[config.mk]
export PLATFORM = sky130hd
export DESIGN_NAME = a1_cell_reference_parser_unit
export DESIGN_NICKNAME = d
export VERILOG_FILES = /design/src/sv/a1crp_pkg.sv /design/src/sv/a1_cell_reference_parser_unit.sv /design/src/sv/a1crp_scan.sv
export VERILOG_INCLUDE_DIRS = /design/src /design/src/sv
export SDC_FILE = /design/constraint.sdc
export NUM_CORES = 1
export LEC_CHECK = 0
export BUFFER_PORTS_ARGS = -buffer_cell sky130_fd_sc_hd__buf_2
export CORE_MARGIN = 4
export CORE_UTILIZATION = 57
export DETAILED_ROUTE_END_ITERATION = 6
export GPL_TIMING_DRIVEN = 0
export PLACE_DENSITY = 0.83
export SLEW_MARGIN = 40
export SYNTH_ARGS = -nofsm -noshare
export SYNTH_HDL_FRONTEND = slang
export SYNTH_SLANG_ARGS = --single-unit
[constraint.sdc]
create_clock -name clk -period 6.5 [get_ports clk]
set_input_delay 0.325 -clock clk [delete_from_list [all_inputs] [get_ports clk]]
set_output_delay 0.325 -clock clk [all_outputs]
set_load 0.01 [all_outputs]
[src/sv/a1_cell_reference_parser_unit_assert.svh]
// ---------------------------------------------------------------------------
// A1 reference parser assertion macros
// Clocked on clk, disabled while rst_n is low.
// ---------------------------------------------------------------------------
`ifndef A1_CELL_REFERENCE_PARSER_UNIT_ASSERT_SVH
`define A1_CELL_REFERENCE_PARSER_UNIT_ASSERT_SVH

// same-cycle implication
`define A1CRP_ASSERT_NOW(lbl, ante, cons, msg) \
  lbl: assert property (@(posedge clk) disable iff (!rst_n) (ante) |-> (cons)) \
    else $error(msg);

// next-cycle implication
`define A1CRP_ASSERT_NEXT(lbl, ante, cons, msg) \
  lbl: assert property (@(posedge clk) disable iff (!rst_n) (ante) |=> (cons)) \
    else $error(msg);

`endif

[src/sv/a1crp_pkg.sv]
// ---------------------------------------------------------------------------
// a1crp_pkg
// Types, widths and codes shared by the A1 cell reference parser.
// ---------------------------------------------------------------------------
package a1crp_pkg;

  localparam int ROW_WIDTH    = 21;
  localparam int COLUMN_WIDTH = 15;
  localparam int ROW_OUT_W    = 20;
  localparam int COL_OUT_W    = 14;
  localparam int ROW_LIMIT_W  = 21;
  localparam int COL_LIMIT_W  = 15;
  localparam int CFG_IDX_W    = 2;
  localparam int CFG_DATA_W   = 21;

  // register indexes
  localparam logic [CFG_IDX_W-1:0] CFG_ROW_LIMIT = 2'd0;
  localparam logic [CFG_IDX_W-1:0] CFG_COL_LIMIT = 2'd1;

  localparam logic [ROW_LIMIT_W-1:0] ROW_LIMIT_RST = ROW_LIMIT_W'(1 << ROW_OUT_W);
  localparam logic [COL_LIMIT_W-1:0] COL_LIMIT_RST = COL_LIMIT_W'(1 << COL_OUT_W);

  // status codes
  localparam logic [1:0] ST_OK        = 2'd0;
  localparam logic [1:0] ST_EMPTY     = 2'd1;
  localparam logic [1:0] ST_MALFORMED = 2'd2;
  localparam logic [1:0] ST_BEYOND    = 2'd3;

  typedef struct packed {
    logic [7:0] character;
    logic       no_character;
    logic       last;
  } in_item_t;

  typedef struct packed {
    logic [ROW_OUT_W-1:0] row_index;
    logic [COL_OUT_W-1:0] column_index;
    logic [1:0]           status;
  } out_item_t;

endpackage

[src/sv/a1_cell_reference_parser_unit.sv]
// ---------------------------------------------------------------------------
// a1_cell_reference_parser_unit
// Streams an A1 reference one byte per item, gives row, column and status.
// ---------------------------------------------------------------------------
// out_valid rises after the last item's transfer passes the input register
//   and then the result register.
// Throughput: 1 item per cycle while in_stall is low; the parse state loop is registered.
// A 2-entry result buffer keeps input flowing while a result is stalled.
// Synchronous active-low reset clears the parse state and the pipeline;
//   row_limit resets to 1048576 and column_limit to 16384.
module a1_cell_reference_parser_unit (
  input  logic                              clk,
  input  logic                              rst_n,
  input  logic                              in_valid,
  output logic                              in_stall,
  input  a1crp_pkg::in_item_t               in_data,
  output logic                              out_valid,
  input  logic                              out_stall,
  output a1crp_pkg::out_item_t              out_data,
  input  logic                              cfg_valid,
  output logic                              cfg_ready,
  input  logic [a1crp_pkg::CFG_IDX_W-1:0]   cfg_index,
  input  logic [a1crp_pkg::CFG_DATA_W-1:0]  cfg_data
);
  import a1crp_pkg::*;

  `include "a1_cell_reference_parser_unit_assert.svh"

  logic [ROW_LIMIT_W-1:0] row_limit_r;
  logic [COL_LIMIT_W-1:0] col_limit_r;
  logic                   in_vld_r;
  in_item_t               in_r;
  logic                   out_vld_r, skid_vld_r;
  out_item_t              out_r, skid_r, out_nxt;
  logic                   adv, res_vld, out_load;
  out_item_t              res;

  assign cfg_ready = 1'b1;

  always_ff @(posedge clk) begin
    if (!rst_n) begin
      row_limit_r <= ROW_LIMIT_RST;
      col_limit_r <= COL_LIMIT_RST;
    end else if (cfg_valid) begin
      case (cfg_index)
        CFG_ROW_LIMIT: row_limit_r <= ROW_LIMIT_W'(cfg_data);
        CFG_COL_LIMIT: col_limit_r <= COL_LIMIT_W'(cfg_data);
        default: ;
      endcase
    end
  end

  // input register moves whenever the skid slot is free
  assign in_stall = skid_vld_r;
  assign adv      = in_vld_r & ~skid_vld_r;

  always_ff @(posedge clk) begin
    if (!rst_n) begin
      in_vld_r <= 1'b0;
    end else if (!skid_vld_r) begin
      in_vld_r <= in_valid;
    end
  end

  always_ff @(posedge clk) begin
    if (!skid_vld_r) in_r <= in_data;
  end

  a1crp_scan u_scan (
    .clk          (clk),
    .rst_n        (rst_n),
    .adv          (adv),
    .item         (in_r),
    .row_limit    (row_limit_r),
    .column_limit (col_limit_r),
    .res_vld      (res_vld),
    .res          (res)
  );

  assign out_load = ~out_vld_r | ~out_stall;
  assign out_nxt  = skid_vld_r ? skid_r : res;

  always_ff @(posedge clk) begin
    if (!rst_n) begin
      out_vld_r  <= 1'b0;
      skid_vld_r <= 1'b0;
    end else if (out_load) begin
      out_vld_r  <= skid_vld_r | res_vld;
      skid_vld_r <= 1'b0;
    end else if (res_vld) begin
      skid_vld_r <= 1'b1;
    end
  end

  always_ff @(posedge clk) begin
    if (out_load) out_r <= out_nxt;
    if (!out_load && res_vld) skid_r <= res;
  end

  assign out_valid = out_vld_r;
  assign out_data  = out_r;

  `A1CRP_ASSERT_NOW(a_skid_behind_out, skid_vld_r, out_vld_r, "skid full with output empty")
  `A1CRP_ASSERT_NEXT(a_skid_drains, skid_vld_r && !out_stall, !skid_vld_r, "skid not drained")
  `A1CRP_ASSERT_NEXT(a_skid_catches, in_vld_r && in_r.last && !skid_vld_r && out_vld_r && out_stall, skid_vld_r, "stalled result lost")
  `A1CRP_ASSERT_NOW(a_idx_zero, out_vld_r && (out_r.status != ST_OK), (out_r.row_index == '0) && (out_r.column_index == '0), "index set on error status")

endmodule

[src/sv/a1crp_scan.sv]
// ---------------------------------------------------------------------------
// a1crp_scan
// Parse state per character and the closing result on the last item.
// ---------------------------------------------------------------------------
module a1crp_scan (
  input  logic                               clk,
  input  logic                               rst_n,
  input  logic                               adv,
  input  a1crp_pkg::in_item_t                item,
  input  logic [a1crp_pkg::ROW_LIMIT_W-1:0]  row_limit,
  input  logic [a1crp_pkg::COL_LIMIT_W-1:0]  column_limit,
  output logic                               res_vld,
  output a1crp_pkg::out_item_t               res
);
  import a1crp_pkg::*;

  localparam logic [1:0] PH_START   = 2'd0;
  localparam logic [1:0] PH_LETTERS = 2'd1;
  localparam logic [1:0] PH_DIGITS  = 2'd2;

  localparam int COL_NXT_W = COLUMN_WIDTH + 5;
  localparam int ROW_NXT_W = ROW_WIDTH + 4;
  localparam int CMP_W     = 33;

  localparam logic [7:0] CHAR_A = 8'h41;
  localparam logic [7:0] CHAR_Z = 8'h5A;
  localparam logic [7:0] CHAR_0 = 8'h30;
  localparam logic [7:0] CHAR_9 = 8'h39;

  localparam logic [COL_NXT_W-1:0] COL_RADIX = COL_NXT_W'(26);
  localparam logic [ROW_NXT_W-1:0] ROW_RADIX = ROW_NXT_W'(10);

  logic [1:0]              phase_r, phase_nxt;
  logic [COLUMN_WIDTH-1:0] col_acc_r, col_acc_nxt;
  logic [ROW_WIDTH-1:0]    row_acc_r, row_acc_nxt;
  logic                    col_big_r, col_big_nxt;
  logic                    row_big_r, row_big_nxt;
  logic                    mal_r, mal_nxt;

  logic                    letter, digit;
  logic [7:0]              ltr_val, dig_val;
  logic [COL_NXT_W-1:0]    col_sum;
  logic [ROW_NXT_W-1:0]    row_sum;
  logic                    col_sat, row_sat;
  logic [ROW_LIMIT_W-1:0]  rlim;
  logic [COL_LIMIT_W-1:0]  clim;
  logic                    row_over, col_over;
  logic [1:0]              status;

  // multiply-add for both accumulators, saturating above the register width
  always_comb begin
    letter  = item.character inside {[CHAR_A:CHAR_Z]};
    digit   = item.character inside {[CHAR_0:CHAR_9]};
    ltr_val = item.character - CHAR_A + 8'd1;
    dig_val = item.character - CHAR_0;
    col_sum = COL_NXT_W'(col_acc_r) * COL_RADIX + COL_NXT_W'(ltr_val);
    row_sum = ROW_NXT_W'(row_acc_r) * ROW_RADIX + ROW_NXT_W'(dig_val);
    col_sat = |col_sum[COL_NXT_W-1:COLUMN_WIDTH];
    row_sat = |row_sum[ROW_NXT_W-1:ROW_WIDTH];
  end

  always_comb begin
    phase_nxt   = phase_r;
    col_acc_nxt = col_acc_r;
    row_acc_nxt = row_acc_r;
    col_big_nxt = col_big_r;
    row_big_nxt = row_big_r;
    mal_nxt     = mal_r;
    if (!item.no_character) begin
      case (phase_r)
        PH_START: begin
          if (letter) begin
            col_acc_nxt = col_sat ? '1 : col_sum[COLUMN_WIDTH-1:0];
            col_big_nxt = col_big_r | col_sat;
          end else begin
            mal_nxt = 1'b1;
          end
          phase_nxt = PH_LETTERS;
        end
        PH_LETTERS: begin
          if (letter) begin
            col_acc_nxt = col_sat ? '1 : col_sum[COLUMN_WIDTH-1:0];
            col_big_nxt = col_big_r | col_sat;
          end else if (digit) begin
            // a leading zero is malformed but still counts as a digit
            if (item.character == CHAR_0) mal_nxt = 1'b1;
            row_acc_nxt = row_sat ? '1 : row_sum[ROW_WIDTH-1:0];
            row_big_nxt = row_big_r | row_sat;
            phase_nxt   = PH_DIGITS;
          end else begin
            mal_nxt = 1'b1;
          end
        end
        default: begin
          if (digit) begin
            row_acc_nxt = row_sat ? '1 : row_sum[ROW_WIDTH-1:0];
            row_big_nxt = row_big_r | row_sat;
          end else begin
            mal_nxt = 1'b1;
          end
        end
      endcase
    end
  end

  // closing result, taken from the state after this item
  always_comb begin
    rlim     = (row_limit > ROW_LIMIT_RST) ? ROW_LIMIT_RST : row_limit;
    clim     = (column_limit > COL_LIMIT_RST) ? COL_LIMIT_RST : column_limit;
    row_over = CMP_W'(row_acc_nxt) > CMP_W'(rlim);
    col_over = CMP_W'(col_acc_nxt) > CMP_W'(clim);
    if (phase_nxt == PH_START) begin
      status = ST_EMPTY;
    end else if (mal_nxt || (phase_nxt != PH_DIGITS)) begin
      status = ST_MALFORMED;
    end else if (row_big_nxt || col_big_nxt || row_over || col_over ||
                 (row_acc_nxt == '0) || (col_acc_nxt == '0)) begin
      status = ST_BEYOND;
    end else begin
      status = ST_OK;
    end
    res.status       = status;
    res.row_index    = (status == ST_OK) ? ROW_OUT_W'(row_acc_nxt - 1'b1) : '0;
    res.column_index = (status == ST_OK) ? COL_OUT_W'(col_acc_nxt - 1'b1) : '0;
    res_vld          = adv & item.last;
  end

  always_ff @(posedge clk) begin
    if (!rst_n || (adv && item.last)) begin
      phase_r   <= PH_START;
      col_acc_r <= '0;
      row_acc_r <= '0;
      col_big_r <= 1'b0;
      row_big_r <= 1'b0;
      mal_r     <= 1'b0;
    end else if (adv) begin
      phase_r   <= phase_nxt;
      col_acc_r <= col_acc_nxt;
      row_acc_r <= row_acc_nxt;
      col_big_r <= col_big_nxt;
      row_big_r <= row_big_nxt;
      mal_r     <= mal_nxt;
    end
  end

endmodule
# Word-level counts from Yosys, hierarchy flattened
# Index checks and enable logic that the tools add are counted.
# totals
regBits	162
word_cells	111
# classes
n_lt_le_gt_ge	8
add_sub_neg	7
n_bitwise	10
eq_ne	4
muxes	35
n_reduce_logical	25
mul	2
# op_table
operator	n
2-to-1 mux 21 bit	5
2-to-1 mux 15 bit	5
case mux 21 bit (2 select lines)	1
2-to-1 mux 36 bit	1
adder 25 x 8 -> 25 bit	1
multiplier 21 x 3 -> 24 bit, second input constant	1
greater-than comparator 21 bit	1
greater-than comparator 21 bit, second input constant	1
zero test 21 bit	1
adder 20 x 8 -> 20 bit	1
2-to-1 mux 20 bit	1
subtractor 20 x 1 -> 20 bit, second input constant	1
multiplier 15 x 4 -> 19 bit, second input constant	1
greater-than comparator 15 bit	1
greater-than comparator 15 bit, second input constant	1
zero test 15 bit	1
2-to-1 mux 14 bit	1
subtractor 14 x 1 -> 14 bit, second input constant	1
2-to-1 mux 1 bit	12
2-to-1 mux 2 bit	6
adder 8 x 1 -> 8 bit, second input constant	1
== test 8 x 6 -> 1 bit, second input constant	1
>= comparator 8 x 6 -> 1 bit, second input constant	1
>= comparator 8 x 7 -> 1 bit, second input constant	1
other kinds (19)	43

# Logic depth before layout (Yosys ltp)
# Gate-level depths: netlist of the first run.
# depth
word_depth	19
depth_mapped	35

# By module
# From an unflattened synthesis of the first run, not the netlist that was laid out.
# hier_totals
cells_unflattened	1407
hier_area_um2	12953.7
# modules_own_cells
module	n_inst	cells_per_inst	area_per_inst_um2	seq_area_each_um2
a1crp_scan	1	1130	8534.4	820.8
a1_cell_reference_parser_unit	1	277	4419.2	3243.1

# Least setup slack after synthesis of the first run
# OpenSTA, ideal clock, no wires.
# synth_timing
path_type	flip-flop to flip-flop
from	register u_scan.col_acc_r[1]
to	register out_r, in the netlist out_data[29] (data pin)
path_stages_with_launch	34
setup_ps	169
path_buffers	1
slack_ps	46
arrival_ps	6285
required_ps	6331
path_cell_list	dfxtp_1 > ha_1 > inv_1 > fa_1 > inv_1 > ha_1 > a21o_1 > a211oi_1 > nor2_1 > ha_1 > nand2_1 > o21bai_1 > a211oi_1 > nand4_1 > nor4b_1 > o2111ai_1 > nand2_1 > a22o_1 > inv_1 > ha_1 > nor2b_1 > o21a_1 > o21a_1 > o21a_1 > o21a_1 > o21a_1 > o21a_1 > o21ai_0 > a21oi_1 > nor2_1 > and3_1 > nand3_2 > buf_2 > o31ai_1
# synth_rtl
item	line	text
from (decl)	a1crp_scan.sv:34	logic [COLUMN_WIDTH-1:0] col_acc_r, col_acc_nxt;
from (signal assigned)	a1crp_scan.sv:138	col_acc_r <= col_acc_nxt;
to (signal assigned)	a1_cell_reference_parser_unit.sv:96	if (out_load) out_r <= out_nxt;
to (decl)	a1_cell_reference_parser_unit.sv:34	out_item_t out_r, skid_r, out_nxt;

==> summary.txt, run 1 <==
Run
  • Max-cap viol count: 0

Global route
  • GRT Total Usage: 32.60%
  • Largest net degree at the start of global routing: 40
  • Vias in the first global route: 11,820
  • First-pass GRT wire length: 63,360 um
  • Total grt overflow: 0
  • Antenna violations before repair: 0

Placed design
  • Placed insts: 1,836
  • Final HPWL DP: 27,950 um
  • IO Port Bufs: 75
  • Final GP Congestion: 0.9958

Pwr
  • Logic pwr share: approximately 22%
  • Pwr dens: between 150 and 200 nW/um2
  • LEAKAGE: 7.047 nW
  • Internal: approximately 1.9 mW
  • Sw Share: 34.31%
  • Part of the power in registers: 39.4%
  • Net Sw Power: 0.9678 mW
  • Max VDD drop: 0.1808 mV
  • Clock power frac: 38.3%

STA
  • Fin. max-slew vios: 0
  • Actual slew at the worst max-slew pin: 1189 ps
  • Fin Clk Skew: 16.15 ps
  • Fmax: 132.5 MHz
  • Setup_tns: -56,350 ps
  • RSZ-0062 raised after global routing: true
  • Fin crit share: 116.1%
  • Max_slew headroom: between 20% and 30%
  • Hold Fails Final Rpt: 0
  • Minimum clock period: around 7500 ps
  • Final setup fails: 72
  • Final worst slack: -1048 ps

Critical path
  • Crit Path Category: flop to flop
  • Startpoint class of the critical path: flop
  • CP endpoint kind: flop
  • Most common cell on crit path: ha_1
  • Worst endpoint required time: 6710 ps
  • Worst Path Arrival: 7760 ps
  • FF-to-FF path depth: 35
  • Crit-path max FO: 8
  • Slowest stage delay, CP: 500 ps
  • CP max stage cell: fa_1

Floorplan
  • CORE AREA: around 22,000 um2
  • Initial core utilization: ~58%
  • Die H: 156.6 um
  • Ports: 77
  • Row count: between 50 and 60
  • Die Width: 156.6 um
  • Die area: 24,510 um2

Route
  • 1st-iter DRT viols: a little over 2,000
  • Antenna viol nets, final: 0
  • Detailed-route via count: 13,220
  • Drt first pass iters: 7
  • Final WL: 47,530 um
  • WL per Instance: 24.51 um
  • Vias per cell: between 6 and 7
  • # DRC: roughly 170

Yosys
  • Synth area leader: edfxtp_1
  • Post-synth ARST share: 0%
  • Post-synthesis sequential area ratio: 32.31%
  • Top cells by area, synth: edfxtp_1, ha_1, dfxtp_1
  • Number of flops mapped to enable cells by yosys: 82
  • Synth warnings: 0
  • Count of cell types in the netlist: ~90
  • Mapped cell area: 12,580 um2
  • Synthesis-stage register bit count: 162
  • Top cell type's share of synthesized area: roughly a fifth
  • Most used DFF post-synth: edfxtp_1
  • Synthesized netlist cell count: 1,480
  • Syn_area_per_cell: 8.500 um2
  • Syn nets: 1,665

Finish
  • Final cell count without fillers: 1,939
  • Filler cell count: between 1,000 and 1,500
  • Final net count: 1,830
  • Commonest non-fill, non-tap cell in the layout: nand2_1
  • Area Growth Syn to Fin: 26.29%
  • Layout cells sized above 1: approximately 22%
  • Most frequent cells in the layout: nand2_1, ha_1, nor2_1

Clock tree
  • Post-CTS Hold Fix Bufs: 0
  • Worst skew pair latency: 450 ps
  • Clock buffer depth: 2
  • CTS root buf: clkbuf_16
  • H-tree depth: 4
  • CTS sink cnt: 162
  • Clock transition at path regs: around 90 ps
  • CTS tree: yes
  • CTS buffer count: 17

Status
  • Failing checks: design-rule violations, negative setup slack
  • Status: finished with violations

Hold path
  • Worst hold path type: input pin to flop
  • Hold Path Depth: 1
[worst max-delay path, delay by kind of cell, from the launching register on]
kind	cells	cell delay [ps]
and+or+nand+nor	12	1770
adders and majority gates	5	1750
AOI/OAI and AO/OA	11	2380
DFF	1	400
buffers and inverters	7	960
[layer usage]
metal  up-vias  part of all wire (%)  GRT usage (%)
li1       5643                     -              -
met1      6097                    34          39.43
met2      1109                    46          55.89
met3       372                    12          6.139
met4         0                   8.4          15.74
met5         -                     0              0
[logic make-up after synthesis]
logic type	after synthesis	share of synthesized area, %
compound gates	369	19.84
mux	14	1.124
flops	162	32.31
fa+ha+maj	147	15.52
simple gates	553	20.80
other cells	1	0.02981
buf+inv	158	5.092
xor+xnor	76	5.291
[state kept, by name, summed over array words and instances (netlist names), 2 cells and up]
register,flops
col_limit_r,15
u_scan.phase_r,2
in_r,10
u_scan.col_acc_r,15
skid_r,36
out_data,36
u_scan.row_acc_r,21
row_limit_r,21
[power groups by stage]
stage / Clock [mW] / Combinational (mW) / Sequential, mW
after floorplan: 0 / 0.298 / 1.13
after global routing: 1.12 / 0.655 / 1.11
after global placement: 0 / 0.401 / 1.13
final: 1.08 / 0.630 / 1.11
after detailed placement: 0 / 0.415 / 1.13
after CTS: 1.05 / 0.495 / 1.11
[final timing paths]
| kind | startpoint | end | slack (ps) |
|---|---|---|---|
| worst min-delay path | in_data[8] | in_r[8]$_DFFE_PN_ | 50 |
| worst min register to register | row_limit_r[9]$_SDFFE_PN0P_ | row_limit_r[9]$_SDFFE_PN0P_ | 490 |
| worst max register to register | u_scan.col_acc_r[3]$_SDFFE_PP0P_ | out_data[32]$_DFFE_PP_ | -1050 |
| worst max-delay path | u_scan.col_acc_r[3]$_SDFFE_PP0P_ | out_data[32]$_DFFE_PP_ | -1050 |
[area by class of cell]
type / instances / area [um2] / area share (%)
clock inverter: 15 / 191.4 / 1.205
clock buffer: 17 / 425.4 / 2.678
tap: 280 / 350.3 / 2.205
inverter: 93 / 349.1 / 2.197
antenna: 1 / 2.502 / 0.01575
buffer: 61 / 321.6 / 2.024
multi-input combinational: 1160 / 9052 / 56.98
timing repair buffer: 150 / 1106 / 6.962
sequential: 162 / 4088 / 25.73
[synth_stat cells (4+ instances only)]
library cell,number
nand2b_1,9
xor2_1,33
mux2i_1,13
o21ai_1,4
ha_1,132
a21o_1,22
edfxtp_1,82
nand3_1,22
and3_1,11
nor2_1,130
o21ai_0,33
a22oi_1,4
or2_2,4
nor3b_1,6
nand4b_1,8
inv_1,92
clkbuf_1,46
nor3_1,23
nand3b_1,7
a41oi_2,4
a211o_1,4
o31ai_1,36
o21bai_1,4
a21boi_0,38
nand4_1,16
a21oi_1,106
dfxtp_1,80
and2_1,7
a211oi_1,13
buf_2,11
fa_1,15
o211ai_1,12
nor2b_1,19
nor4_1,18
nand2_1,243
xnor2_1,43
o21a_1,18
or3_1,7
a31oi_1,25
and4_1,6
[repair_timing]
action / 4_1_cts / 5_1_grt
endpoints found under the setup margin: 72 / 72
setup buffers: 41 / 31
gates cloned: 3 / 2
pin swaps: 53 / 63
resized for setup: 162 / 104
[per-stage QoR]
step / setup WS (ps) / util (%) / hold slack, ps / power [mW] / instance area, um2
floorplan: 45.51 / - / 423.9 / 1.426 / 12580
global placement: -1157 / 61.16 / 442.5 / 1.531 / 13310
detailed placement: -1391 / 61.42 / 456.3 / 1.546 / 13360
CTS: 3.255 / 69.78 / 57.76 / 2.648 / 15180
global route: -1169 / 73.01 / 52.56 / 2.882 / 15880
finish: -1048 / 73.02 / 50.94 / 2.820 / 15890
Power figures use the tool's default switching activity.
==> run 2, diff against run 1 <==
ABC_AREA = 1   (was not set)
HOLD_SLACK_MARGIN = 0.1   (was not set)
==> run 2 against run 1 <==
Effect of this change: the flow now finishes without violations; critical path depth is 8 higher; core utilization is 5.3 points lower; via count is 10% higher; first-iteration DRC count is 23% lower; worst setup slack better by 1200 ps; synthesized cell count is 38% higher; routed wire length is 10% lower.
==> summary.txt, run 2 <==
Yosys
  • Top cells by area, synth: edfxtp_1, nand2_1, ha_1
  • Count of cell types in the netlist: slightly below 60
  • Synthesized netlist cell count: between 2,000 and 2,500
  • Post-synth ARST share: 0%
  • Top cell type's share of synthesized area: 17.21%
  • Count leader, synth: nand2_1
  • Syn_area_per_cell: 7.023 um2
  • Mapped cell area: 14,310 um2
  • Synthesis-stage register bit count: 162
  • List of most frequent post-synthesis cells: nand2_1, inv_1, nor2_1, ha_1, o21ai_0
  • Number of flops mapped to enable cells by yosys: 82
  • Syn nets: 2,222
  • Synth area leader: edfxtp_1
  • Post-synthesis sequential area ratio: ~28%
  • Synth warnings: 0
  • Most used DFF post-synth: edfxtp_1

Finish
  • Commonest non-fill, non-tap cell in the layout: nand2_1
  • Layout cells sized above 1: 16.83%
  • Final net count: 2,365
  • Filler cell count: between 2,000 and 2,500
  • ANT cells: 0
  • Area Growth Syn to Fin: 16.11%
  • Fin area: 16,610 um2
  • Most frequent cells in the layout: nand2_1, inv_1, nor2_1

STA
  • Max_slew headroom: 47.74%
  • Final hold slack: roughly 120 ps
  • RSZ-0062 raised after global routing: true
  • Fin Clk Skew: between 10 and 15 ps
  • Fin. max-slew vios: 0
  • Actual slew at the worst max-slew pin: approximately 780 ps
  • Hold Fails Final Rpt: 0
  • Final setup fails: 0
  • Fmax: 156.4 MHz
  • Setup_tns: 0 ps
  • Minimum clock period: approximately 6400 ps
  • Fin crit share: 98.35%

Critical path
  • Crit Path Category: flop to flop
  • Crit-path max FO: 5
  • WP buf/inv: 9
  • Crit-path leading delay family: simple AND/OR/NAND/NOR gates
  • Worst endpoint required time: 6810 ps
  • CP max stage cell: fa_1
  • Most common cell on crit path: nand2_1
  • Startpoint class of the critical path: flop
  • Slowest stage delay, CP: 560 ps
  • Worst Path Arrival: 6700 ps
  • CP endpoint kind: flop

Status
  • Status: finished clean

Floorplan
  • Ports: 77
  • Initial core utilization: 58.31%
  • Die H: 166.4 um
  • Die Width: 166.4 um
  • Die area: around 28,000 um2
  • CORE AREA: 24,530 um2
  • Row count: 57

Route
  • Antenna viol nets, final: 0
  • WL per Instance: 16.95 um
  • Vias per cell: 5.779
  • Drt first pass iters: 7
  • Detailed-route via count: 14,550
  • # DRC: 0
  • Final WL: 42,660 um
  • 1st-iter DRT viols: 1,563

Global route
  • Total grt overflow: 0
  • Antenna violations before repair: 0
  • First-pass GRT wire length: 66,350 um
  • GRT Total Usage: 28.59%
  • Vias in the first global route: 13,850
  • Largest net degree at the start of global routing: 40

Pwr
  • LEAKAGE: 8.163 nW
  • Max VDD drop: 0.1647 mV
  • Pwr Total: 3.294 mW
  • Pwr dens: between 150 and 200 nW/um2

Clock tree
  • Clock transition at path regs: around 80 ps
  • H-tree depth: 4
  • Worst skew pair latency: about 450 ps
  • CTS root buf: clkbuf_16
  • CTS buffer count: 17
  • Clock buffer depth: 2
  • CTS tree: yes
  • CTS sink cnt: 162

Run
  • Max-cap viol count: 0

Placed design
  • IO Port Bufs: 75
  • Final HPWL DP: 31,480 um
  • Final GP Congestion: 0.9550
  • DP Area: 15,120 um2

Hold path
  • Worst hold path type: input pin to flop
==> run 2: cell count changes after synthesis, sizes merged, moves of 19 or more <==
cell    previous run  this run
xnor2             43        11
nor2b             19         0
nor2             131       234
o31ai             36         1
nand3             23       116
inv               92       303
a21o              22         2
a31oi             25         3
nand2            243       579
o21ai             39       142
a21boi            40         4
==> run 2: cells by family (layout without fill, tap and decap cells) <==
logic type      count (synthesis)  count (layout)  share of synthesized area [%]
other cells                     1               1                        0.02621
xor+xnor                       48              48                          2.991
fa+ha+maj                     147             147                          13.64
flops                         162             162                          28.41
compound gates                308             308                          12.52
buf+inv                       365             521                          10.10
simple gates                 1006            1006                          32.31
==> run 2: final cells by class <==
cell class | instances | area, um2 | share of cell area, %
multi-input combinational | 1510 | 9226 | 55.54
buffer | 56 | 292.8 | 1.763
sequential | 162 | 4089 | 24.62
timing repair buffer | 124 | 847.1 | 5.099
inverter | 309 | 1160 | 6.983
clock inverter | 15 | 165.2 | 0.9943
tap | 324 | 405.4 | 2.440
clock buffer | 17 | 425.4 | 2.561
==> run 2: routing by layer <==
layer | wire length [um] | up-vias | global-route usage [%]
met1 | 16800 | 6762 | 35.27
met4 | 1549 | 0 | 9.427
met3 | 3452 | 158 | 4.788
met2 | 20860 | 721 | 50.88
met5 | 0 | - | 0
li1 | - | 6906 | -
==> run 2: repair_timing <==
item                                    CTS  global route
hold buffers                             10             0
cloned                                    1             2
buffers inserted                          7            28
endpoints found under the setup margin   70            72
endpoints found under the hold margin    10             0
pin swaps                                 8            55
gates resized for setup                  14            90
==> run 2: final timing paths <==
check	endpoint	start	depth (start not counted)	slack, ps
min	row_limit_r[19]$_SDFFE_PN0P_	cfg_data[19]	3	120
max	out_data[21]$_DFFE_PP_	u_scan.col_acc_r[2]$_SDFFE_PP0P_	43	110
min reg2reg	u_scan.row_big_r$_SDFFE_PP0P_	u_scan.row_big_r$_SDFFE_PP0P_	2	490
max reg2reg	out_data[21]$_DFFE_PP_	u_scan.col_acc_r[2]$_SDFFE_PP0P_	43	110
==> run 2: per-stage QoR <==
step / utilization (%) / instances / setup slack [ps]
finish: 67.71 / 2517 / 107.5
global route: 67.71 / 2517 / -259.3
CTS: 64.94 / 2487 / 14.40
detailed placement: 61.62 / 2437 / -311.1
global placement: 61.50 / 2436 / -170.2
floorplan: - / 2037 / 605.2
==> run 2: power breakdown <==
part           internal, mW  switching, mW  leakage, nW  total [mW]
registers              1.10         0.0477         1.45        1.15
clock network         0.517          0.517        0.284        1.03
logic                 0.398          0.711         6.42        1.11
==> run 2: worst reg2reg max path: cells and delay by family, from the launching register on <==
family,cells,cell delay [ps]
simple gates,23,2330
fa+ha+maj,5,1580
buf+inv,9,1080
compound gates,5,720
flops,1,390
xor+xnor,1,180
